File: src/rtl/core/relr_pkg.sv
// Package for the RELR relocation decoder: constants, controller state,
// the command/status structs between controller and datapath, and the
// lowest-set-bit encoder. No dependencies.
package relr_pkg;

  localparam int unsigned AddrW      = 64;
  localparam int unsigned WordBytes  = 8;
  localparam int unsigned BitmapBits = 64;
  localparam int unsigned BmpW       = BitmapBits - 1;
  localparam int unsigned IdxW       = $clog2(BmpW);
  localparam int unsigned ShiftW     = $clog2(WordBytes);
  localparam logic [AddrW-1:0] WordStep   = AddrW'(WordBytes);
  localparam logic [AddrW-1:0] BitmapStep = AddrW'(WordBytes * BmpW);

  typedef enum logic [0:0] {
    ST_IDLE,
    ST_EMIT
  } relr_state_e;

  typedef struct packed {
    logic accept;  // take the input word and set up its decode
    logic emit;    // load the next address into the output register
  } relr_cmd_t;

  typedef struct packed {
    logic rem_zero;    // no address left for the current entry
    logic rem_single;  // at most one address left
    logic out_free;    // output register can take a word this cycle
  } relr_sts_t;

  // Index of the lowest set bit; zero when no bit is set.
  function automatic logic [IdxW-1:0] lowest_set(input logic [BmpW-1:0] v);
    logic [IdxW-1:0] idx;
    idx = '0;
    for (int i = BmpW - 1; i >= 0; i--) begin
      if (v[i]) begin
        idx = IdxW'(i);
      end
    end
    return idx;
  endfunction

endpackage

File: src/rtl/core/relr_if.sv
// Channel interfaces of the RELR relocation decoder: input words, output
// words and the load-bias write channel. Depends on relr_pkg.
interface relr_in_if;
  logic                       valid;
  logic                       ready;
  logic                       table_start;
  logic [relr_pkg::AddrW-1:0] relr_entry;

  modport source (output valid, output table_start, output relr_entry, input ready);
  modport sink (input valid, input table_start, input relr_entry, output ready);
endinterface

interface relr_out_if;
  logic                       valid;
  logic                       ready;
  logic [relr_pkg::AddrW-1:0] patch_address;
  logic                       last;

  modport source (output valid, output patch_address, output last, input ready);
  modport sink (input valid, input patch_address, input last, output ready);
endinterface

interface relr_cfg_if;
  logic                       valid;
  logic                       ready;
  logic [relr_pkg::AddrW-1:0] bias;

  modport source (output valid, output bias, input ready);
  modport sink (input valid, input bias, output ready);
endinterface

File: src/rtl/core/relr_ctrl.sv
// Controller of the RELR relocation decoder: accepts an input word, then
// steps the datapath through its addresses. Depends on relr_pkg.
module relr_ctrl (
  input  logic                clk_i,
  input  logic                rst_ni,
  input  logic                in_valid_i,
  output logic                in_ready_o,
  input  relr_pkg::relr_sts_t sts_i,
  output relr_pkg::relr_cmd_t cmd_o
);

  relr_pkg::relr_state_e state_q, state_d;

  always_ff @(posedge clk_i or negedge rst_ni) begin
    if (!rst_ni) begin
      state_q <= relr_pkg::ST_IDLE;
    end else begin
      state_q <= state_d;
    end
  end

  always_comb begin
    state_d = state_q;
    case (state_q)
      relr_pkg::ST_IDLE: begin
        if (in_valid_i) begin
          state_d = relr_pkg::ST_EMIT;
        end
      end
      relr_pkg::ST_EMIT: begin
        // Leave as the final address goes out, or at once for an empty entry.
        if (sts_i.rem_zero || (sts_i.rem_single && sts_i.out_free)) begin
          state_d = relr_pkg::ST_IDLE;
        end
      end
      default: state_d = relr_pkg::ST_IDLE;
    endcase
  end

  always_comb begin
    in_ready_o  = 1'b0;
    cmd_o       = '0;
    case (state_q)
      relr_pkg::ST_IDLE: begin
        in_ready_o   = 1'b1;
        cmd_o.accept = in_valid_i;
      end
      relr_pkg::ST_EMIT: begin
        cmd_o.emit = !sts_i.rem_zero && sts_i.out_free;
      end
      default: begin
        in_ready_o = 1'b0;
      end
    endcase
  end

endmodule

File: src/rtl/core/relr_dp.sv
// Datapath of the RELR relocation decoder: load bias, address cursor,
// pending bitmap, biased base and the output register. Depends on relr_pkg
// and the channel interfaces in relr_if.sv.
module relr_dp (
  input  logic                       clk_i,
  input  logic                       rst_ni,
  input  logic                       table_start_i,
  input  logic [relr_pkg::AddrW-1:0] relr_entry_i,
  relr_cfg_if.sink                   cfg_i,
  relr_out_if.source                 out_o,
  input  relr_pkg::relr_cmd_t        cmd_i,
  output relr_pkg::relr_sts_t        sts_o
);

  logic [relr_pkg::AddrW-1:0] bias_q, bias_d;
  logic [relr_pkg::AddrW-1:0] cursor_q, cursor_d;
  logic [relr_pkg::AddrW-1:0] base_q, base_d;
  logic [relr_pkg::BmpW-1:0]  rem_q, rem_d;
  logic                       out_valid_q, out_valid_d;
  logic [relr_pkg::AddrW-1:0] out_addr_q, out_addr_d;
  logic                       out_last_q, out_last_d;

  logic [relr_pkg::AddrW-1:0] cur_eff;
  logic [relr_pkg::AddrW-1:0] base_sel;
  logic                       is_addr;
  logic [relr_pkg::BmpW-1:0]  rem_rest;
  logic [relr_pkg::IdxW-1:0]  idx;

  assign cfg_i.ready = 1'b1;

  assign cur_eff  = table_start_i ? '0 : cursor_q;
  assign is_addr  = !relr_entry_i[0];
  assign base_sel = is_addr ? relr_entry_i : cur_eff;
  assign rem_rest = rem_q & (rem_q - relr_pkg::BmpW'(1));
  assign idx      = relr_pkg::lowest_set(rem_q);

  assign sts_o.rem_zero   = (rem_q == '0);
  assign sts_o.rem_single = (rem_rest == '0);
  assign sts_o.out_free   = !out_valid_q || out_o.ready;

  always_comb begin
    bias_d      = bias_q;
    cursor_d    = cursor_q;
    base_d      = base_q;
    rem_d       = rem_q;
    out_valid_d = out_valid_q;
    out_addr_d  = out_addr_q;
    out_last_d  = out_last_q;

    if (cfg_i.valid) begin
      bias_d = cfg_i.bias;
    end

    if (cmd_i.accept) begin
      base_d = base_sel + bias_q;
      if (is_addr) begin
        cursor_d = relr_entry_i + relr_pkg::WordStep;
      end else begin
        cursor_d = cur_eff + relr_pkg::BitmapStep;
      end
      // An address word is a one-bit bitmap at offset zero; a zero bias
      // suppresses every word but the cursor still moves.
      if (bias_q == '0) begin
        rem_d = '0;
      end else if (is_addr) begin
        rem_d = relr_pkg::BmpW'(1);
      end else begin
        rem_d = relr_entry_i[relr_pkg::AddrW-1:1];
      end
    end

    if (out_o.ready) begin
      out_valid_d = 1'b0;
    end
    if (cmd_i.emit) begin
      out_valid_d = 1'b1;
      out_addr_d  = base_q + relr_pkg::AddrW'({idx, relr_pkg::ShiftW'(0)});
      out_last_d  = sts_o.rem_single;
      rem_d       = rem_rest;
    end
  end

  always_ff @(posedge clk_i or negedge rst_ni) begin
    if (!rst_ni) begin
      bias_q      <= '0;
      cursor_q    <= '0;
      rem_q       <= '0;
      out_valid_q <= 1'b0;
    end else begin
      bias_q      <= bias_d;
      cursor_q    <= cursor_d;
      rem_q       <= rem_d;
      out_valid_q <= out_valid_d;
    end
  end

  always_ff @(posedge clk_i) begin
    base_q     <= base_d;
    out_addr_q <= out_addr_d;
    out_last_q <= out_last_d;
  end

  assign out_o.valid         = out_valid_q;
  assign out_o.patch_address = out_addr_q;
  assign out_o.last          = out_last_q;

endmodule

File: src/rtl/core/relr_relocation_decoder.sv
// RELR relocation decoder: takes one 64-bit RELR table word at a time and
// returns the biased addresses of the words to relocate, one per cycle while
// the output is not stalled, with last marking the final address of each
// word. A new input word is taken only once every address of the last one
// has gone into the output register. A single base-plus-offset adder forms
// one address per cycle. A zero load bias yields no output, but the cursor
// still advances.
// Depends on relr_pkg, relr_if.sv, relr_ctrl and relr_dp.
module relr_relocation_decoder (
  input  logic       clk_i,
  input  logic       rst_ni,
  relr_in_if.sink    in_i,
  relr_cfg_if.sink   cfg_i,
  relr_out_if.source out_o
);

  relr_pkg::relr_cmd_t cmd;
  relr_pkg::relr_sts_t sts;
  logic                in_ready;

  assign in_i.ready = in_ready;

  relr_ctrl u_ctrl (
    .clk_i      (clk_i),
    .rst_ni     (rst_ni),
    .in_valid_i (in_i.valid),
    .in_ready_o (in_ready),
    .sts_i      (sts),
    .cmd_o      (cmd)
  );

  relr_dp u_dp (
    .clk_i         (clk_i),
    .rst_ni        (rst_ni),
    .table_start_i (in_i.table_start),
    .relr_entry_i  (in_i.relr_entry),
    .cfg_i         (cfg_i),
    .out_o         (out_o),
    .cmd_i         (cmd),
    .sts_o         (sts)
  );

  // A new address never overwrites a word still waiting at the output.
  a_emit_free : assert property (@(posedge clk_i) disable iff (!rst_ni)
    cmd.emit |-> (!out_o.valid || out_o.ready))
    else $error("address emitted over a pending output word");

  // After an input word is taken, the next one waits for its decode.
  a_one_item : assert property (@(posedge clk_i) disable iff (!rst_ni)
    (in_i.valid && in_i.ready) |=> !in_i.ready)
    else $error("input taken while a decode is in progress");

  // Once a word is taken with nothing new behind it, output goes idle.
  a_last_drains : assert property (@(posedge clk_i) disable iff (!rst_ni)
    (out_o.valid && out_o.ready && !cmd.emit) |=> !out_o.valid)
    else $error("output still valid after its word was taken");

endmodule

File: src/flat_wrapper.sv
// flat-port wrapper written by rule: the top's interface ports become plain ports
module relr_relocation_decoder_flat 
  (clk_i, rst_ni, in_i_valid, in_i_table_start, in_i_relr_entry, in_i_ready, cfg_i_valid, cfg_i_bias, cfg_i_ready, out_o_valid, out_o_patch_address, out_o_last, out_o_ready);
  relr_in_if in_i_i ();
  relr_cfg_if cfg_i_i ();
  relr_out_if out_o_i ();
  input  logic clk_i;
  input  logic rst_ni;
  input wire logic [$bits(in_i_i.valid)-1:0] in_i_valid;
  input wire logic [$bits(in_i_i.table_start)-1:0] in_i_table_start;
  input wire logic [$bits(in_i_i.relr_entry)-1:0] in_i_relr_entry;
  output wire logic [$bits(in_i_i.ready)-1:0] in_i_ready;
  input wire logic [$bits(cfg_i_i.valid)-1:0] cfg_i_valid;
  input wire logic [$bits(cfg_i_i.bias)-1:0] cfg_i_bias;
  output wire logic [$bits(cfg_i_i.ready)-1:0] cfg_i_ready;
  output wire logic [$bits(out_o_i.valid)-1:0] out_o_valid;
  output wire logic [$bits(out_o_i.patch_address)-1:0] out_o_patch_address;
  output wire logic [$bits(out_o_i.last)-1:0] out_o_last;
  input wire logic [$bits(out_o_i.ready)-1:0] out_o_ready;
  assign in_i_i.valid = in_i_valid;
  assign in_i_i.table_start = in_i_table_start;
  assign in_i_i.relr_entry = in_i_relr_entry;
  assign in_i_ready = in_i_i.ready;
  assign cfg_i_i.valid = cfg_i_valid;
  assign cfg_i_i.bias = cfg_i_bias;
  assign cfg_i_ready = cfg_i_i.ready;
  assign out_o_valid = out_o_i.valid;
  assign out_o_patch_address = out_o_i.patch_address;
  assign out_o_last = out_o_i.last;
  assign out_o_i.ready = out_o_ready;
  relr_relocation_decoder u_core (.clk_i(clk_i), .rst_ni(rst_ni), .in_i(in_i_i), .cfg_i(cfg_i_i), .out_o(out_o_i));
endmodule
File: config.mk
export PLATFORM = sky130hd
export DESIGN_NAME = relr_relocation_decoder_flat
export DESIGN_NICKNAME = d
export VERILOG_FILES = /design/src/rtl/core/relr_pkg.sv /design/src/rtl/core/relr_if.sv /design/src/rtl/core/relr_ctrl.sv /design/src/rtl/core/relr_dp.sv /design/src/rtl/core/relr_relocation_decoder.sv /design/src/flat_wrapper.sv
export SDC_FILE = /design/constraint.sdc
export NUM_CORES = 1
export LEC_CHECK = 0
export BUFFER_PORTS_ARGS = -buffer_cell sky130_fd_sc_hd__buf_2
export CAP_MARGIN = 20
export CORE_ASPECT_RATIO = 2
export CORE_MARGIN = 2
export CORE_UTILIZATION = 30
export CTS_CLUSTER_SIZE = 8
export DETAILED_ROUTE_END_ITERATION = 12
export HOLD_SLACK_MARGIN = 0.1
export PLACE_DENSITY = 0.5
export SLEW_MARGIN = 20
export SYNTH_ARGS = -nofsm -noshare
export SYNTH_HDL_FRONTEND = slang
export SYNTH_SLANG_ARGS = --single-unit
File: constraint.sdc
create_clock -name clk_i -period 9.4 [get_ports clk_i]
set_clock_uncertainty 0.2 [all_clocks]
set_input_delay 2.82 -clock clk_i [delete_from_list [all_inputs] [get_ports clk_i]]
set_output_delay 2.82 -clock clk_i [all_outputs]
set_load 0.01 [all_outputs]
# Word-level counts from Yosys, hierarchy flattened
# Cells that the tools add are included.
# Widths: inputs -> output; s select.
# word_totals
wordCells,104
in_bits,134
register_bits,322
out_inout_bits,68
# op_classes
addsub,5
n_mux,78
n_reduce_logical,11
n_bitwise,2
# op_table
operator,count
$mux 6,63
$mux 63,4
$mux 64,3
$logic_not 63->1,2
$add 64x4->64 const B,1
$add 64x64->64,1
$add 64x9->64,1
$add 64x9->64 const B,1
$logic_not 64->1,1
$and 63x63->63,1
$sub 63x1->63 const B,1
$mux 1,7
$reduce_bool 2->1,2
$logic_and 1x1->1,2
$logic_not 1->1,2
$logic_or 1x1->1,2
$pmux 1 s2,1
$not 1->1,1

# Depth between registers and ports, before layout
# logic_depth
depth_word,64
mapped_depth,20

# By module
# A second synthesis with hierarchy kept.
# hier_totals
cells_unflattened,2288
hier_area_um2,21126.5
# by_module_without_submodules
module,cells_each,area_each_um2,n_inst
relr_dp,2281,21065.2,1
relr_ctrl,7,61.3,1

# Least setup slack after synthesis
# OpenSTA, ideal clock, no wires.
# synth_path
kind,input to register
start,input in_i_relr_entry[0]
end,"register u_core.u_dp.base_q[57] (netlist bit), data pin"
path_slack_ps,2348
arrival_time_ps,6657
cell_stages,18
path_buffers,4
path_cell_list,clkbuf_1 > clkinv_1 > nor2_1 > clkbuf_1 > buf_1 > nand2_1 > o21ai_0 > ha_1 > clkbuf_1 > a21o_1 > a31o_2 > a2111oi_0 > nor3_1 > o21ai_1 > a31oi_1 > o211a_1 > or4_1 > o311ai_0
# synth_via
elab_chain_len,2
# synth_rtl
item,line,text
from (decl),flat_wrapper.sv:11,input wire logic [$bits(in_i_i.relr_entry)-1:0] in_i_relr_entry;
$mux 64,relr_dp.sv:33,assign base_sel = is_addr ? relr_entry_i : cur_eff;
$add 64x64->64,relr_dp.sv:55,base_d = base_sel + bias_q;
to (signal assigned),relr_dp.sv:98,base_q <= base_d;
to (decl),relr_dp.sv:17,"logic [relr_pkg::AddrW-1:0] base_q, base_d;"
# No other way between the ends.
# A chain may end at the register's enable or synchronous reset.

# Worst setup path in the final report
# layout_path
start,input in_i_table_start
end,"register u_core.u_dp.base_q[57] (netlist bit), data pin"
# layout_via
elab_chain_len,3
# layout_rtl
item,line,text
from (decl),flat_wrapper.sv:10,input wire logic [$bits(in_i_i.table_start)-1:0] in_i_table_start;
$mux 64,relr_dp.sv:31,assign cur_eff = table_start_i ? '0 : cursor_q;
$mux 64,relr_dp.sv:33,
named net u_core.u_dp.base_sel (one bit),relr_dp.sv:24,logic [relr_pkg::AddrW-1:0] base_sel;
$add 64x64->64,relr_dp.sv:55,
# The timed path passes the listed nets, and every way through them passes these cells.

==> results.toml <==
[synthesis]
synth_top_area_share_pct = 22.5
yosys.cell_count.top_type = "nand2_1"
synthMuxAreaShare_pct = 4.43
syn-instance-count = 2355
synth_seq_cells = 322
ys_types = 93
synth-compound-area-share_pct = 19.3
syn_area_per_cell_um2 = 9.11
synth_top_cell_by_area = "dfrtp_1"
synthAdderAreaFrac_pct = 4.47
yosysSeqAreaShare_pct = 40.6
synth.net_count = 2562
synth_common_cells = "269 x nand2_1, 193 x dfrtp_1, 176 x nor2_1, 173 x o21ai_0, 131 x a21oi_1"
synthTopCellsByArea = "dfrtp_1 23%, edfxtp_1 18%, xnor2_1 5.0%, nand2_1 4.7%, mux2_2 4.1%"
synth_top_family_by_area = "simple AND/OR/NAND/NOR gates"
async_reset_ff_share_pct = 59.9
synth-edff-count = 129
synth_xor_area_share_pct = 6.86
ys.flop_type = "dfrtp_1"
syn_area_mm2 = 0.0215
yosys_warnings = 0
yosys.area_share.simple_pct = 20.8

[finish]
drive_above_1_share_pct = 15.7
nets = 2741
nFillCells = 7331
diodes = 0
area_delta_synth_final_pct = 15.6
fin_util_pct = 35.0
layout.cells.non_filler = 3470

[critical_path]
r2r_setup_slack_ns = 2.92
r2r_end = "u_core.u_dp.out_o.patch_address[51]"
slowest_stage = "a2111oi_0"
reg2reg_depth = 21
critPathRequiredTime_ns = 9.56
start_kind = "primary input"
critPathTopFamily = "compound AO/OA/AOI/OAI gates"
cp.depth = 15
crit_fanout = 36
path_cells = "buf_2 -> nor2_4 -> a22oi_1 -> inv_1 -> ha_1 -> a211oi_1 -> o21ai_0 -> a2111oi_0 -> buf_4 -> nor3_1 -> o21ai_1 -> a31oi_1 -> o211a_1 -> or4_1 -> o311ai_0"
critPathBufInv = 3
max_stage_delay_ns = 0.65
cp.arrival_ns = 7.53
cp-end-kind = "flop"
rr_startpoint = "u_core.u_dp.rem_q[58]"
startpoint = "in_i_table_start"
path_class = "in2reg"

[die]
fp.dieH_um = 382
die_x_um = 193
fp-row-count = 138
io-pin-count = 202
initial_utilization_pct = 30.3
die_area_mm2 = 0.0738
coreArea_mm2 = 0.0708

[global_route]
antenna_found_initial = 2
overflow = 0
grt_pass1_vias = 19812
grt_pass1_wl_um = 118000
grt_max_degree = 113
grtUsageTotal_pct = 21.1

[clock_tree]
cts_resized = 0
holdBufCountCts = 0
ctsHtreeMaxLevel = 2
clk_pin_slew_worst_paths_ns = 0.05
clk_path_buf_depth = 3
cts_tree = "done"
cts-root-buf = "clkbuf_16"
insertion_delay_ns = 0.58
cts_buffers = 46
clock-sinks = 322
cts_setup_buffers = 0

[detailed_routing]
firstDrtPassIters = 7
dr_total_vias = 19417
wl_um = 78300
wl_per_cell_um = 22.6
vias_per_cell = 5.60
ant_nets = 0
first_iter_violations = 1101
drc_errors = 0

[pwr]
swShare_pct = 38.3
p_int_w = 0.00344
p_comb_share_pct = 34.2
p_per_area_mw_per_mm2 = 225
clkPwrFrac_pct = 28.6
vdd_drop_max_v = 0.000125
p_leak_nw = 9.84
p_seq_share_pct = 37.2
p_switching_w = 0.00213

[sta]
rsz0062_at_grt = "no"
finalCritPeriodShare_pct = 78.4
fin_tns_setup_ns = 0
drv_slew = 0
clock.fmax_mhz = 136
final.min_clock_period_ns = 7.37
hold_violations = 0
worst-slew-pin-transition_ns = 1.11
slew_headroom_pct = 26.0
setup_violations = 0

[worst_hold_path]
hold_start = "u_core.u_dp.base_q[0]"
hold_class = "reg2reg"
min_to = "u_core.u_dp.out_o.patch_address[0]"
hold_depth = 0

[job]
max_cap_violations = 0

[placed_design]
detailed_place_hpwl_um = 60300
portBuffers = 200
dp.cells = 3394
gp_congestion = 0.965

[run_status]
status = "complete, no violations"
sequential cells by signal, summed over array words and instances (netlist names):
register                         cells
u_core.u_dp.out_o.patch_address     64
u_core.u_dp.out_o.valid              1
u_core.u_dp.rem_q                   63
u_core.u_dp.base_q                  64
u_core.u_dp.bias_q                  64
u_core.u_dp.cursor_q                64
u_core.u_dp.out_o.last               1
u_core.u_ctrl.state_q                1
metal layers:
layer,GRT usage (%),routed length [um]
met1,24.4,30600
met2,36.6,38600
met3,2.26,3640
met4,13.3,5510
met5,0,14
layout by cell type, fill, tap and decap left out, types with 71 or more instances in the layout:
| cell type | synthesis | final |
|---|---|---|
| nand3_1 | 98 | 98 |
| nand2_1 | 269 | 268 |
| mux2_2 | 79 | 79 |
| edfxtp_1 | 129 | 129 |
| inv_1 | 94 | 94 |
| xnor2_1 | 123 | 123 |
| ha_1 | 71 | 71 |
| buf_2 | 2 | 198 |
| a21oi_1 | 131 | 131 |
| o21ai_0 | 173 | 173 |
| nor2_1 | 176 | 174 |
| dfrtp_1 | 193 | 193 |
layout make-up:
class / instances / area, um2 / share of cell area (%)
multi-input combinational: 1839 / 12000 / 48.5
sequential: 322 / 8700 / 35.1
clock buffer: 72 / 1270 / 5.12
timing repair buffer: 228 / 1250 / 5.05
tap: 910 / 1140 / 4.59
inverter: 97 / 368 / 1.48
clock inverter: 2 / 38.8 / 0.156
stage by stage:
stage	total power, W	setup WS, ns	instance area (um2)	hold WS (ns)
after floorplan	0.00330	2.35	21500	0.200
after global placement	0.00397	1.47	23500	0.207
after detailed placement	0.00398	1.41	23500	0.223
after CTS	0.00561	2.01	24800	0.235
after global routing	0.00590	1.76	24800	0.251
final	0.00557	2.03	24800	0.243
cell families (layout without fill, tap and decap cells):
group           after synthesis  after routing
simple gates                884            884
flops                       322            322
fa+ha+maj                    76             76
xor+xnor                    168            168
buf+inv                     194            399
compound gates              625            625
other cells                   1              1
mux                          85             85
power by group through the flow:
stage / combinational [W] / sequential (W) / clock (W)
final: 0.00191 / 0.00207 / 0.00159
after detailed placement: 0.00190 / 0.00209 / 0
after CTS: 0.00190 / 0.00207 / 0.00165
after global placement: 0.00188 / 0.00209 / 0
after global routing: 0.00210 / 0.00211 / 0.00169
after floorplan: 0.00132 / 0.00198 / 0
worst max path at each step:
stage | to | slack (ns)
floorplan | u_core.u_dp.base_q[57] | 2.35
global placement | u_core.u_dp.base_q[57] | 1.47
detailed placement | u_core.u_dp.base_q[57] | 1.41
CTS | u_core.u_dp.base_q[57] | 2.01
global route | u_core.u_dp.base_q[57] | 1.76
finish | u_core.u_dp.base_q[57] | 2.03
Note: power is estimated with default switching activity, not from simulation.
